<file path="src/hdl/ordered_array_insert_delete_macros.svh">
// Assertion macros shared by the ordered array RTL.
`ifndef ORDERED_ARRAY_INSERT_DELETE_MACROS_SVH
`define ORDERED_ARRAY_INSERT_DELETE_MACROS_SVH

// Check a consequent in the same cycle as its antecedent.
`define OAID_ASSERT_SAME(lbl, clk, rst_n, ante, cons, msg) \
    lbl: assert property (@(posedge clk) disable iff (!rst_n) (ante) |-> (cons)) \
        else $error(msg);

// Check a consequent in the cycle after its antecedent.
`define OAID_ASSERT_NEXT(lbl, clk, rst_n, ante, cons, msg) \
    lbl: assert property (@(posedge clk) disable iff (!rst_n) (ante) |=> (cons)) \
        else $error(msg);

`endif

</file>
<file path="src/hdl/oaid_pkg.sv">
// Shared types and codes of the ordered array block.
package oaid_pkg;

    typedef enum logic [1:0] {
        OP_READ   = 2'd0,
        OP_WRITE  = 2'd1,
        OP_INSERT = 2'd2,
        OP_DELETE = 2'd3
    } t_op;

    typedef enum logic [1:0] {
        ST_DONE  = 2'd0,
        ST_RANGE = 2'd1,
        ST_FULL  = 2'd2
    } t_status;

    typedef enum logic [2:0] {
        S_IDLE,
        S_DECODE,
        S_SHIFT,
        S_RD_WAIT,
        S_RESULT
    } t_state;

    // One result item
    typedef struct packed {
        logic signed [31:0] read_data;
        logic [8:0]         length;
        t_status            status;
    } t_result;

    // Port strobes from the controller to the entry memory
    typedef struct packed {
        logic wr_en;
        logic rd_en;
    } t_ram_ctl;

endpackage

</file>
<file path="src/hdl/oaid_if.sv">
// Request and response channel interfaces of the ordered array block.
interface oaid_in_if;
    logic              valid;
    logic              ready;
    logic [1:0]        operation;
    logic [8:0]        position;
    logic signed [31:0] value;

    modport source (output valid, operation, position, value, input ready);
    modport sink (input valid, operation, position, value, output ready);
endinterface


</file>
<file path="src/hdl/oaid_ctrl.sv">
// Request sequencer: decodes operations and moves entries through the memory.
module oaid_ctrl
    import oaid_pkg::*;
#(
    parameter int DEPTH = 256,
    localparam int AW   = $clog2(DEPTH),
    localparam int CNTW = $clog2(DEPTH + 1),
    localparam int CMPW = (CNTW > 9) ? CNTW : 9
) (
    input  logic               i_clk,
    input  logic               i_rst_n,
    oaid_in_if.sink            i_req,
    output logic               o_res_valid,
    input  logic               i_res_ready,
    output t_result            o_res,
    output t_ram_ctl           o_ram_ctl,
    output logic [AW-1:0]      o_ram_waddr,
    output logic signed [31:0] o_ram_wdata,
    output logic [AW-1:0]      o_ram_raddr,
    input  logic signed [31:0] i_ram_rdata
);

    t_state             r_state, n_state;
    logic [CNTW-1:0]    r_count, n_count;
    logic [1:0]         r_op, n_op;
    logic [CMPW-1:0]    r_pos, n_pos;
    logic signed [31:0] r_val, n_val;
    logic [AW-1:0]      r_src, n_src;
    logic [AW-1:0]      r_dst, n_dst;
    logic [CNTW-1:0]    r_left, n_left;
    logic               r_pend, n_pend;
    logic               r_up, n_up;
    logic signed [31:0] r_res_data, n_res_data;
    t_status            r_status, n_status;

    logic [CMPW-1:0]    s_cnt_ext;
    logic [CMPW-1:0]    s_pos_min;
    logic               s_full;

    assign s_cnt_ext = CMPW'(r_count);
    assign s_pos_min = (r_pos > s_cnt_ext) ? s_cnt_ext : r_pos;
    assign s_full    = (s_cnt_ext == CMPW'(DEPTH));

    // Control registers
    always_ff @(posedge i_clk) begin
        if (!i_rst_n) begin
            r_state <= S_IDLE;
            r_count <= '0;
            r_pend  <= 1'b0;
        end else begin
            r_state <= n_state;
            r_count <= n_count;
            r_pend  <= n_pend;
        end
    end

    // Request and move registers
    always_ff @(posedge i_clk) begin
        r_op       <= n_op;
        r_pos      <= n_pos;
        r_val      <= n_val;
        r_src      <= n_src;
        r_dst      <= n_dst;
        r_left     <= n_left;
        r_up       <= n_up;
        r_res_data <= n_res_data;
        r_status   <= n_status;
    end

    // Next state and memory strobes
    always_comb begin
        n_state     = r_state;
        n_count     = r_count;
        n_op        = r_op;
        n_pos       = r_pos;
        n_val       = r_val;
        n_src       = r_src;
        n_dst       = r_dst;
        n_left      = r_left;
        n_pend      = r_pend;
        n_up        = r_up;
        n_res_data  = r_res_data;
        n_status    = r_status;
        o_ram_ctl   = '0;
        o_ram_waddr = r_dst;
        o_ram_wdata = i_ram_rdata;
        o_ram_raddr = r_src;
        i_req.ready = (r_state == S_IDLE);
        o_res_valid = (r_state == S_RESULT);

        case (r_state)
            S_IDLE: begin
                // Capture the request
                if (i_req.valid) begin
                    n_op    = i_req.operation;
                    n_pos   = CMPW'(i_req.position);
                    n_val   = i_req.value;
                    n_state = S_DECODE;
                end
            end
            S_DECODE: begin
                n_res_data = '0;
                n_status   = ST_DONE;
                n_state    = S_RESULT;
                case (t_op'(r_op))
                    OP_READ: begin
                        if (r_pos < s_cnt_ext) begin
                            o_ram_ctl.rd_en = 1'b1;
                            o_ram_raddr     = r_pos[AW-1:0];
                            n_state         = S_RD_WAIT;
                        end else begin
                            n_status = ST_RANGE;
                        end
                    end
                    OP_WRITE: begin
                        if (r_pos < s_cnt_ext) begin
                            o_ram_ctl.wr_en = 1'b1;
                            o_ram_waddr     = r_pos[AW-1:0];
                            o_ram_wdata     = r_val;
                        end else if (r_pos == s_cnt_ext) begin
                            if (s_full) begin
                                n_status = ST_FULL;
                            end else begin
                                o_ram_ctl.wr_en = 1'b1;
                                o_ram_waddr     = r_pos[AW-1:0];
                                o_ram_wdata     = r_val;
                                n_count         = r_count + CNTW'(1);
                            end
                        end else begin
                            n_status = ST_RANGE;
                        end
                    end
                    OP_INSERT: begin
                        if (s_full) begin
                            n_status = ST_FULL;
                        end else begin
                            // Move entries up, top entry first
                            n_pos   = s_pos_min;
                            n_left  = CNTW'(s_cnt_ext - s_pos_min);
                            n_src   = AW'(r_count - CNTW'(1));
                            n_up    = 1'b1;
                            n_pend  = 1'b0;
                            n_state = S_SHIFT;
                        end
                    end
                    OP_DELETE: begin
                        if (r_pos < s_cnt_ext) begin
                            // Move entries down, lowest entry first
                            n_left  = CNTW'(s_cnt_ext - r_pos - CMPW'(1));
                            n_src   = AW'(r_pos + CMPW'(1));
                            n_up    = 1'b0;
                            n_pend  = 1'b0;
                            n_state = S_SHIFT;
                        end else begin
                            n_status = ST_RANGE;
                        end
                    end
                    default: begin
                        n_status = ST_RANGE;
                    end
                endcase
            end
            S_SHIFT: begin
                // Land the word read last cycle one place over
                if (r_pend) begin
                    o_ram_ctl.wr_en = 1'b1;
                    o_ram_waddr     = r_dst;
                    o_ram_wdata     = i_ram_rdata;
                end
                if (r_left != '0) begin
                    o_ram_ctl.rd_en = 1'b1;
                    o_ram_raddr     = r_src;
                    n_pend          = 1'b1;
                    n_dst           = r_up ? (r_src + AW'(1)) : (r_src - AW'(1));
                    n_src           = r_up ? (r_src - AW'(1)) : (r_src + AW'(1));
                    n_left          = r_left - CNTW'(1);
                end else begin
                    n_pend = 1'b0;
                    if (!r_pend) begin
                        // Moves drained: place the new entry or shrink
                        if (r_up) begin
                            o_ram_ctl.wr_en = 1'b1;
                            o_ram_waddr     = r_pos[AW-1:0];
                            o_ram_wdata     = r_val;
                            n_count         = r_count + CNTW'(1);
                        end else begin
                            n_count = r_count - CNTW'(1);
                        end
                        n_state = S_RESULT;
                    end
                end
            end
            S_RD_WAIT: begin
                n_res_data = i_ram_rdata;
                n_state    = S_RESULT;
            end
            S_RESULT: begin
                if (i_res_ready) begin
                    n_state = S_IDLE;
                end
            end
            default: begin
                n_state = S_IDLE;
            end
        endcase
    end

    assign o_res.read_data = r_res_data;
    assign o_res.length    = s_cnt_ext[8:0];
    assign o_res.status    = r_status;

endmodule

</file>
<file path="src/flat_wrapper.sv">
// flat-port wrapper written by rule: the top's interface ports become plain ports
module oaid_ctrl_flat import oaid_pkg::*;
#(
    parameter int DEPTH = 256,
    localparam int AW   = $clog2(DEPTH),
    localparam int CNTW = $clog2(DEPTH + 1),
    localparam int CMPW = (CNTW > 9) ? CNTW : 9
)
  (i_clk, i_rst_n, o_res_valid, i_res_ready, o_res, o_ram_ctl, o_ram_waddr, o_ram_wdata, o_ram_raddr, i_ram_rdata, i_req_valid, i_req_operation, i_req_position, i_req_value, i_req_ready);
  oaid_in_if i_req_i ();
  input  logic i_clk;
  input  logic i_rst_n;
  output logic o_res_valid;
  input  logic i_res_ready;
  output t_result o_res;
  output t_ram_ctl o_ram_ctl;
  output logic [AW-1:0] o_ram_waddr;
  output logic signed [31:0] o_ram_wdata;
  output logic [AW-1:0] o_ram_raddr;
  input  logic signed [31:0] i_ram_rdata;
  input wire logic [$bits(i_req_i.valid)-1:0] i_req_valid;
  input wire logic [$bits(i_req_i.operation)-1:0] i_req_operation;
  input wire logic [$bits(i_req_i.position)-1:0] i_req_position;
  input wire logic [$bits(i_req_i.value)-1:0] i_req_value;
  output wire logic [$bits(i_req_i.ready)-1:0] i_req_ready;
  assign i_req_i.valid = i_req_valid;
  assign i_req_i.operation = i_req_operation;
  assign i_req_i.position = i_req_position;
  assign i_req_i.value = i_req_value;
  assign i_req_ready = i_req_i.ready;
  oaid_ctrl #(.DEPTH(DEPTH)) u_core (.i_clk(i_clk), .i_rst_n(i_rst_n), .i_req(i_req_i), .o_res_valid(o_res_valid), .i_res_ready(i_res_ready), .o_res(o_res), .o_ram_ctl(o_ram_ctl), .o_ram_waddr(o_ram_waddr), .o_ram_wdata(o_ram_wdata), .o_ram_raddr(o_ram_raddr), .i_ram_rdata(i_ram_rdata));
endmodule
</file>
<file path="config.mk">
export PLATFORM = sky130hd
export DESIGN_NAME = oaid_ctrl_flat
export DESIGN_NICKNAME = d
export VERILOG_FILES = /design/src/hdl/ordered_array_insert_delete_macros.svh /design/src/hdl/oaid_pkg.sv /design/src/hdl/oaid_if.sv /design/src/hdl/oaid_ctrl.sv /design/src/flat_wrapper.sv
export SDC_FILE = /design/constraint.sdc
export NUM_CORES = 1
export LEC_CHECK = 0
export BUFFER_PORTS_ARGS = -buffer_cell sky130_fd_sc_hd__buf_2
export CAP_MARGIN = 20
export CORE_MARGIN = 3
export CORE_UTILIZATION = 51
export CTS_BUF_LIST = sky130_fd_sc_hd__clkbuf_2
export DETAILED_ROUTE_END_ITERATION = 10
export PLACE_DENSITY = 0.8
export SYNTH_ARGS = -nofsm -noshare
export SYNTH_HDL_FRONTEND = slang
export SYNTH_SLANG_ARGS = --single-unit
</file>
<file path="constraint.sdc">
create_clock -name i_clk -period 4.34 [get_ports i_clk]
set_clock_uncertainty 0.05 [all_clocks]
set_input_delay 0.434 -clock i_clk [delete_from_list [all_inputs] [get_ports i_clk]]
set_output_delay 0.434 -clock i_clk [all_outputs]
set_load 0.02 [all_outputs]
</file>
==> impl_metrics.csv, run 1 <==
group,metric,value,unit
run_status,status,"finished, final reports clean",
die,dieArea,15570,um^2
worst_setup_path,start_kind,"flop",
power_and_ir_drop,switching_power,0.9836,mW
synthesis,synth.avg_cell_area,10.49,um^2
grt,grt_overflow,0,
routing,first_iter_violations,736,
layout,fin_nets,1062,
grt,grtUsageTotal,0.3062,
cts,clock_sinks,116,
synthesis,yosys_warnings,0,
worst_setup_path,reg2reg_to,"u_core.r_left[6]",
worst_setup_path,max_stage_delay,0.45,ns
cts,clock_tree.root_cell,"clkbuf_2",
routing,drc,0,
power_and_ir_drop,ir_drop,0.2165,mV
layout,drive_gt1_frac,0.3271,
timing,slew_headroom,0.3223,
cts,htree_levels,4,
min_path,hp-class,"primary input to flop",
routing,vias_per_cell,5.942,
worst_setup_path,critPathMaxFanout,10,
placement,gp_congestion,0.9399,
synthesis,syn_nets,798,
timing,period_share,0.9614,
worst_setup_path,startpoint,"u_core.r_count[7]",
worst_setup_path,crit_chain,"inv_1 -> ha_1 -> and4_2 -> and3_2 -> nand2_1 -> a2bb2oi_2 -> a21oi_1 -> o21ai_4 -> buf_4 -> mux2_2 -> buf_2",
power_and_ir_drop,combinationalPowerShare,0.271,
worst_setup_path,r2r_cells,16,
timing,whs,0.05909,ns
cts,cts_tree,"done",
min_path,whs_path_depth,3,
power_and_ir_drop,power_density,322.7,nW/um^2
die,initial_core_util,0.5328,
die,num_io_pins,174,
synthesis,ys_ff_latch,116,
power_and_ir_drop,p_int,2.094,mW
die,die_y,124.8,um
power_and_ir_drop,power.share.switching,0.3196,
timing,maxClockFrequency,0.2397,GHz
layout,final_common_cell,"buf_2",
timing,fin_ws,0.1673,ns
synthesis,synth_edf_count,103,
synthesis,synth_cell_types,67,
synthesis,synth_top_area_frac,0.4298,
worst_setup_path,critPathKind,"flop to output pin",
grt,grt_start_max_net_pins,65,
worst_setup_path,end_kind,"output pin",
worst_setup_path,cp_data_arrival_time,3.69,ns
synthesis,synth_area_leaders,"edfxtp_1, mux2_2, ha_1",
routing,via_count,6774,
die,num_rows,42,
worst_setup_path,cpMaxStageDelayCell,"dfxtp_4",
layout,area_delta_synth_final,32.55,%
die,core,13510,um^2
grt,grt_pass1_wl,37270,um
timing,finalCriticalPeriod,4.173,ns
synthesis,syn_inst,686,
layout,layout_common_cells,"buf_2, edfxtp_1, dlygate4sd3_1",
timing,setup_viol,0,
placement,place_ws,0.1992,ns
grt,antenna_found_initial,1,
placement,numPortBuffers,173,
synthesis,yosys_most_used_dff,"edfxtp_1",
worst_setup_path,r2r-start,"u_core.r_pos[5]",
cts,clk_pin_slew,0.16,ns
die,die_w,124.8,um
power_and_ir_drop,seq_power_share,0.440,
synthesis,ys_seq_area_frac,0.4660,
routing,drtPass1Iterations,5,
routing,wl_per_cell,21.37,um
routing,drt_wl_total,24360,um
placement,hpwl,15830,um
cts,cts_buffer_depth,2,
synthesis,synth.largest_area_cell,"edfxtp_1",
cts,clock_latency,0.73,ns
worst_setup_path,crit_path_end,"o_ram_wdata[20]",
timing,tightest_slew,1.014,ns
worst_setup_path,rrSetupSlack,0.21,ns
synthesis,synthArstFlopShare,0,
routing,postRouteAntennaNets,0,
cts,numCtsBuffers,17,
grt,grt_pass1_vias,6662,
synthesis,syn_area,7196,um^2
worst_setup_path,required,3.86,ns
flow_run,max_cap_viol_count,0,
timing,final_hold_viol_count,0,
power_and_ir_drop,power_leakage,4.050,nW
timing,slew_violations,0,
power_and_ir_drop,clkPwrFrac,0.289,
-- cells in the mapped netlist, types with 3 or more instances --
cell and instances:
nand2_1 46, a21o_1 7, and2_1 3, buf_1 6, nor2b_1 6, dfxtp_1 13, or2_2 3, o31ai_1 5
clkbuf_1 23, buf_2 3, mux2_2 47, xnor2_1 39, o22ai_1 4, a31oi_1 7, nand3_1 24, mux2i_1 10
ha_1 31, and3_1 39, inv_1 30, edfxtp_1 103, clkinv_1 3, a21oi_1 43, or3_1 5, xor2_1 8
nor2_1 52, o41ai_1 3, nor3_1 16, nand2b_1 9, nand4_1 3, o21ai_0 32, o211ai_1 10, buf_4 4
-- worst min path at each step --
stage / slack [ns] / startpoint / end
3_5_place_dp: 0.55 / u_core.r_state[0] / u_core.r_state[2]
2_1_floorplan: 0.48 / i_req_operation[0] / u_core.r_op[0]
3_3_place_gp: 0.55 / u_core.r_src[7] / u_core.r_dst[7]
5_1_grt: 0.03 / i_req_position[6] / u_core.r_pos[6]
6_report: 0.06 / i_req_position[6] / u_core.r_pos[6]
4_1_cts: 0.004 / i_ram_rdata[22] / u_core.r_res_data[22]
-- kinds of logic (layout without fill, tap and decap cells) --
family,Yosys count,count (layout),share of synthesized area
other cells,0,1,0
simple gates,222,222,0.1586
flops,116,116,0.4660
mux,57,57,0.08746
fa+ha+maj,33,33,0.05947
xor+xnor,47,47,0.05721
compound gates,139,139,0.1290
buf+inv,72,349,0.04225
-- power groups by stage --
stage	Sequential, mW	Combinational [mW]	Clock [mW]
global route	1.36	0.894	0.940
global placement	1.37	0.731	0
floorplan	1.38	0.481	0
CTS	1.35	0.800	0.882
detailed placement	1.37	0.739	0
finish	1.35	0.835	0.890
-- routing by layer --
layer	vias up	routed length [um]	GRT usage
met5	-	0	0
met4	0	952	0.1296
met3	92	2375	0.08877
met2	438	11990	0.5130
met1	3207	9041	0.3684
li1	3037	-	-
-- final cells by class --
class	count	area, um^2
multi-input combinational	498	3620
sequential	116	3368
tap	176	220.2
fill	924	3968
inverter	34	128.9
clock buffer	19	95.09
timing repair buffer	283	1899
clock inverter	13	203.9
antenna	1	2.502
-- stage by stage --
step	setup TNS [ns]	instance area, um^2	instances	total power, mW	util
after floorplan	0	7236	686	1.862	-
after global placement	0	8388	1025	2.100	0.6211
final	0	9538	1140	3.078	0.7062
after global routing	-0.03377	9538	1140	3.193	0.7062
after CTS	0	9473	1136	3.030	0.7014
after detailed placement	0	8388	1025	2.112	0.6211
-- flip-flops by register name, summed over array words and instances, names as in the netlist --
| signal | flops |
|---|---|
| u_core.r_src | 8 |
| u_core.r_dst | 8 |
| u_core.r_left | 9 |
| u_core.r_val | 32 |
| u_core.r_up | 1 |
| u_core.r_res_data | 32 |
| u_core.r_pend | 1 |
| u_core.r_op | 2 |
| u_core.r_status | 2 |
| u_core.r_state | 3 |
| u_core.r_pos | 9 |
| u_core.r_count | 9 |
-- critical path: cells and delay by family, from the launching register on --
| kind | cells | cell delay [ns] |
|---|---|---|
| multiplexers | 1 | 0.39 |
| AO/OA/AOI/OAI | 3 | 0.46 |
| adder cells (fa/ha/maj) | 1 | 0.37 |
| buffers and inverters | 3 | 0.54 |
| AND/OR/NAND/NOR | 3 | 0.76 |
| flip-flops | 1 | 0.45 |
-- what timing repair did --
item	4_1_cts	5_1_grt
endpoints found under the hold margin	76	1
hold buffers	77	1
setup buffers	2	2
pin swaps	1	1
setup endpoints to repair	30	43
resized for setup	0	11
(Power assumes the default switching activity.)
==> run 2, diff against run 1 <==
--- a/config.mk
+++ b/config.mk
@@ -9,8 +9,7 @@
 export CAP_MARGIN = 20
 export CORE_MARGIN = 3
-export CORE_UTILIZATION = 51
+export CORE_UTILIZATION = 40
 export CTS_BUF_LIST = sky130_fd_sc_hd__clkbuf_2
 export DETAILED_ROUTE_END_ITERATION = 10
-export PLACE_DENSITY = 0.8
 export SYNTH_ARGS = -nofsm -noshare
 export SYNTH_HDL_FRONTEND = slang
--- a/constraint.sdc
+++ b/constraint.sdc
@@ -3,3 +3,3 @@
 set_input_delay 0.434 -clock i_clk [delete_from_list [all_inputs] [get_ports i_clk]]
 set_output_delay 0.434 -clock i_clk [all_outputs]
-set_load 0.02 [all_outputs]
+set_load 0.05 [all_outputs]
==> run 2 against run 1 <==
Sequential power about the same. First-iteration DRC count decreased by 48%. Via count decreased by 6.3%. Combinational power increased by 17%. Flip-flop and latch count unchanged. Power about the same. Count of clock-buffer cells in the layout decreased by 2. Non-clock buffer count decreased by 6. Cell count increased by 3.7%. Register-to-register slack improved by 0.05 ns. Critical endpoint is now o_ram_wdata[14].
==> impl_metrics.csv, run 2 (same netlist as run 1, synthesis figures left out) <==
group,metric,value,unit
routing,via_count,6346,
cts,cts_tree,"done",
worst_setup_path,startpoint,"u_core.r_count[3]",
die,initial_core_util,0.4117,
worst_setup_path,cp.depth,12,
worst_setup_path,r2r-start,"u_core.r_count[3]",
worst_setup_path,crit_chain,"inv_1 -> ha_2 -> a21oi_1 -> a2111oi_4 -> a211oi_4 -> buf_4 -> a2bb2oi_2 -> a21oi_2 -> o21ai_4 -> buf_12 -> mux2_2 -> buf_2",
cts,htree_levels,4,
worst_setup_path,cpLargestDelayFamily,"compound AO/OA/AOI/OAI gates",
routing,drtPass1Iterations,5,
timing,tightest_slew,0.7396,ns
die,num_rows,48,
worst_setup_path,crit_buf_inv,4,
routing,vias_per_cell,5.369,
die,die_w,140.1,um
die,die_y,140.1,um
power_and_ir_drop,ir_drop,0.2178,mV
worst_setup_path,critPathKind,"flop to output pin",
cts,clock_tree.root_cell,"clkbuf_2",
timing,final_hold_viol_count,0,
timing,setup_viol,0,
routing,drt_wl_total,22410,um
layout,drive_gt1_frac,0.3344,
die,num_io_pins,174,
routing,first_iter_violations,386,
placement,dp_cells,1070,
worst_setup_path,r2r_cells,17,
timing,maxClockFrequency,0.2425,GHz
layout,regArea,3382,um^2
layout,top_regs,"u_core.r_res_data: 32 flops, u_core.r_val: 32 flops",
layout,area_delta_synth_final,32.67,%
die,dieArea,19640,um^2
timing,period_share,0.9503,
worst_setup_path,required,3.86,ns
cts,clock_latency,0.68,ns
die,core,17480,um^2
grt,grtUsageTotal,0.2267,
layout,fin_nets,1056,
layout,layout_common_cells,"buf_2, edfxtp_1, dlygate4sd3_1",
layout,multiInputGateArea,3633,um^2
routing,postRouteAntennaNets,0,
worst_setup_path,cpMaxStageDelayCell,"a2111oi_4",
flow_run,max_cap_viol_count,0,
power_and_ir_drop,power_density,322.5,nW/um^2
grt,grt_pass1_vias,6380,
layout,antenna_cells,0,
timing,slew_violations,0,
worst_setup_path,crit_path_end,"o_ram_wdata[14]",
worst_setup_path,reg2reg_to,"u_core.r_left[6]",
timing,slew_headroom,0.5051,
grt,grt_start_max_net_pins,65,
layout,final_common_cell,"buf_2",
routing,drc,0,
cts,cts_buffer_depth,2,
placement,numPortBuffers,173,
placement,hpwl,16440,um
grt,grt_overflow,0,
timing,finalSetupTns,0,ns
cts,numCtsBuffers,17,
worst_setup_path,cp_data_arrival_time,3.64,ns
worst_setup_path,max_stage_delay,0.45,ns
min_path,hp-class,"primary input to flop",
grt,antenna_found_initial,1,
worst_setup_path,start_kind,"flop",
cts,clock_sinks,116,
grt,grt_pass1_wl,35140,um
placement,gp_congestion,0.9789,
timing,finalCriticalPeriod,4.124,ns
cts,clk_pin_slew,0.21,ns
routing,wl_per_cell,18.96,um
layout,nFillCells,1545,
run_status,status,"finished, final reports clean",
layout,final_cell_count_no_fill,1182,
worst_setup_path,end_kind,"output pin",
power_and_ir_drop,power_leakage,4.004,nW
worst_setup_path,rrSetupSlack,0.26,ns
worst_setup_path,critPathMaxFanout,21,
[run 2: changes by cell type in the layout (fill, tap and decap cells not counted), moves of 3 or more]
cell / delta
buf_4: -6
clkinv_1: -3
dfxtp_1: -3
dfxtp_4: +4
bufinv_16: -3
[run 2: how the worst min path moves through the flow]
stage               cells after the start                    end  slack [ns]                from
CTS                                     2  u_core.r_res_data[16]       0.002     i_ram_rdata[16]
global placement                        2      u_core.r_state[2]        0.55   u_core.r_state[0]
global route                            3        u_core.r_pos[6]      0.0005   i_req_position[6]
finish                                  3        u_core.r_pos[6]        0.08   i_req_position[6]
floorplan                               0         u_core.r_op[0]        0.48  i_req_operation[0]
detailed placement                      1        u_core.r_dst[7]        0.56     u_core.r_src[7]
[run 2: metrics by stage]
stage | total power [mW] | setup slack, ns | cell area [um^2] | hold WS, ns | util
after floorplan | 2.009 | 0.001808 | 7263 | 0.4829 | -
after global placement | 2.255 | 0.2301 | 8434 | 0.5489 | 0.4826
after detailed placement | 2.268 | 0.08319 | 8434 | 0.5584 | 0.4826
after CTS | 3.095 | 0.03669 | 9484 | 0.002204 | 0.5427
after global routing | 3.247 | -0.01522 | 9547 | 0.0004674 | 0.5462
final | 3.079 | 0.2157 | 9547 | 0.08300 | 0.5462
[run 2: area by class of cell]
type                       instances  area share
multi-input combinational        498      0.3806
inverter                          34     0.01350
timing repair buffer             277      0.1953
sequential                       116      0.3543
clock buffer                      17    0.008912
tap                              225     0.02949
clock inverter                    15     0.01796
[run 2: worst register-to-register path, cell delays in order, from the launching register on]
cell,delay [ns]
dfxtp_4,0.40
inv_1,0.10
ha_2,0.41
a21oi_1,0.13
a2111oi_4,0.45
a211oi_4,0.08
or2_4,0.31
o21ai_2,0.14
ha_1,0.19
inv_1,0.06
fa_2,0.36
a21boi_2,0.17
o31ai_1,0.12
o2111a_1,0.29
o21a_1,0.13
o211ai_1,0.18
nand2_1,0.08
a41o_1,0.21
[run 2: repair_timing]
item                       4_1_cts  5_1_grt
setup endpoints to repair       40       50
hold endpoints to repair        75        2
setup buffers                    2        1
pin swaps                        1        1
hold buffers                    75        2
gates resized for setup          7       12
[run 2: power by group]
group | internal (mW) | switching (mW) | leakage (nW) | total [mW]
clock | 0.280 | 0.482 | 0.146 | 0.762
combinational | 0.352 | 0.622 | 2.76 | 0.973
sequential | 1.30 | 0.0405 | 1.09 | 1.34
[run 2: per-layer routing]
metal	global-route usage	wire, um	vias up
met3	0.05360	1256	37
li1	-	-	3034
met4	0.06476	515	2
met5	0	13	-
met1	0.3066	10130	3051
met2	0.3657	10500	222
==> run 3, diff against run 2 <==
Settings changed: CTS_BUF_LIST sky130_fd_sc_hd__clkbuf_2 to sky130_fd_sc_hd__clkbuf_4.
Clock period 4.34 ns to 3.4 ns, I/O delays scaled along.
==> run 3 against run 2 <==
The flow now finishes with violations (setup timing). Global-route usage increased by 1.5 points. Clock power increased by 67%. Via count increased by 2.5%. Critical path depth increased by 4. Cell area increased by 12%. Power increased by 48%. Core utilization increased by 6.6 points. Non-clock buffer count increased by 38. Cell count increased by 3.3%. Routed wire length increased by 8.2%.
==> impl_metrics.csv, run 3 (same netlist as run 1, synthesis figures left out) <==
group,metric,value,unit
run_status,status,"finished, violations left",
run_status,failed_checks,"setup timing",
routing,drt_wl_total,24260,um
layout,regArea,3373,um^2
cts,clock_sinks,116,
worst_setup_path,rrSetupSlack,-0.37,ns
cts,numCtsBuffers,17,
die,die_y,140.1,um
placement,hpwl,17160,um
placement,numPortBuffers,173,
die,die_w,140.1,um
power_and_ir_drop,seq_power_share,0.377,
flow_run,max_cap_viol_count,0,
power_and_ir_drop,combinationalPowerShare,0.343,
power_and_ir_drop,ir_drop,0.3006,mV
routing,met2_length,11520,um
worst_setup_path,r2r-start,"u_core.r_pos[3]",
power_and_ir_drop,switching_power,1.534,mW
timing,whs,0.03544,ns
timing,maxClockFrequency,0.2656,GHz
die,num_rows,48,
grt,antenna_found_initial,1,
routing,routed.top_layer,"met5",
layout,fin_nets,1094,
timing,finalCriticalPeriod,3.765,ns
routing,wl_met1,10690,um
die,core,17480,um^2
routing,postRouteAntennaNets,0,
timing,final_hold_viol_count,0,
grt,grt_pass1_wl,36760,um
worst_setup_path,cp_data_arrival_time,4.03,ns
grt,grt_pass1_vias,6504,
routing,drc,0,
layout,fin_util,0.6124,
placement,place_ws,-0.4564,ns
cts,cts_buffer_depth,2,
power_and_ir_drop,clkPwrFrac,0.279,
worst_setup_path,required,3.67,ns
min_path,whs_endpoint,"u_core.r_pos[0]",
placement,postPlaceCellArea,8907,um^2
grt,grt_start_max_net_pins,65,
worst_setup_path,critPathKind,"flop to flop",
power_and_ir_drop,power_density,425.8,nW/um^2
cts,htree_levels,4,
cts,clk_pin_slew,0.12,ns
min_path,whs_path_depth,3,
die,initial_core_util,0.4117,
timing,fin_ws,-0.3654,ns
worst_setup_path,reg2reg_to,"u_core.r_left[6]",
timing,rsz0062_at_grt,"yes",
timing,tightest_slew,0.6581,ns
layout,top_regs,"u_core.r_res_data: 32 flops, u_core.r_val: 32 flops",
timing,slew_violations,0,
routing,via_count,6503,
min_path,hp-class,"primary input to flop",
worst_setup_path,r2r_cells,16,
routing,first_iter_violations,400,
cts,clock_latency,0.56,ns
timing,slew_headroom,0.5579,
layout,nFillCells,1404,
layout,layout_common_cells,"buf_2, edfxtp_1, buf_4",
worst_setup_path,end_kind,"flop",
layout,drive_gt1_frac,0.4302,
timing,setup_viol,53,
power_and_ir_drop,p_int,3.024,mW
timing,period_share,1.107,
layout,final_area,10700,um^2
worst_setup_path,start_kind,"flop",
cts,clock_tree.root_cell,"clkbuf_4",
cts,cts_tree,"done",
layout,area_delta_synth_final,48.74,%
grt,grtUsageTotal,0.2417,
placement,gp_congestion,0.8938,
layout,multiInputGateArea,3961,um^2
routing,vias_per_cell,5.326,
die,num_io_pins,174,
die,dieArea,19640,um^2
routing,wl_per_cell,19.87,um
routing,drtPass1Iterations,5,
grt,grt_overflow,0,
layout,final_common_cell,"buf_2",
routing,dr_wl_met3,1477,um
worst_setup_path,critPathMaxFanout,5,
power_and_ir_drop,power.share.switching,0.3365,
min_path,worstHoldStart,"i_req_position[0]",
power_and_ir_drop,power_leakage,4.614,nW
-- run 3: how the worst max path moves through the flow --
stage                 startpoint               end  slack, ns
2_1_floorplan  u_core.r_count[2]  u_core.r_left[6]      -0.88
3_3_place_gp     u_core.r_pos[3]  u_core.r_left[6]      -0.38
3_5_place_dp     u_core.r_pos[3]  u_core.r_left[6]      -0.46
4_1_cts          u_core.r_pos[3]  u_core.r_left[6]      -0.37
5_1_grt          u_core.r_pos[3]  u_core.r_left[6]      -0.52
6_report         u_core.r_pos[3]  u_core.r_left[6]      -0.37
-- run 3: repair_timing --
action | CTS | global route
cloned | 5 | 0
pin swaps | 17 | 8
setup buffers | 19 | 7
setup endpoints to repair | 54 | 56
hold endpoints to repair | 35 | 0
hold buffers | 35 | 0
gates resized for setup | 184 | 31
-- run 3: power by group through the flow --
stage               clock network, mW  registers [mW]  logic (mW)
floorplan                           0            1.81       0.771
global placement                    0            1.74        1.21
detailed placement                  0            1.74        1.22
CTS                              1.29            1.72        1.50
global route                     1.35            1.73        1.66
finish                           1.27            1.72        1.56
-- run 3: per-layer routing --
metal | vias to the layer above | global-route usage
li1 | 3118 | -
met1 | 3101 | 0.3214
met2 | 233 | 0.3917
met3 | 49 | 0.05599
met4 | 2 | 0.08057
met5 | - | 0
-- run 3: final cells by class --
| cell class | count | area share |
|---|---|---|
| clock inverters | 14 | 0.02093 |
| repair buffers | 315 | 0.2420 |
| flip-flops and latches | 116 | 0.3152 |
| inverters | 34 | 0.01263 |
| clock buffers | 18 | 0.01263 |
| diodes | 1 | 0.0002338 |
| well taps | 225 | 0.02630 |
| multi-input cells | 498 | 0.3701 |
-- run 3: worst max-delay path, stage by stage (launching register included) --
cell	delay, ns
edfxtp_1	0.45
ha_4	0.33
a21oi_4	0.07
a2111oi_4	0.43
a211oi_4	0.07
or2_4	0.30
o21ai_4	0.16
ha_4	0.15
inv_2	0.03
fa_2	0.36
a21boi_2	0.19
o31ai_2	0.08
o2111a_1	0.29
o21a_1	0.13
o211ai_1	0.16
nand2_1	0.07
a41o_1	0.20
-- run 3: through the flow --
stage,std cells,setup TNS [ns],total power [mW]
after global placement,1125,-1.421,2.950
final,1221,-12.02,4.558
after floorplan,686,-4.046,2.577
after detailed placement,1125,-1.831,2.968
after CTS,1215,-12.20,4.504
after global routing,1220,-18.32,4.735
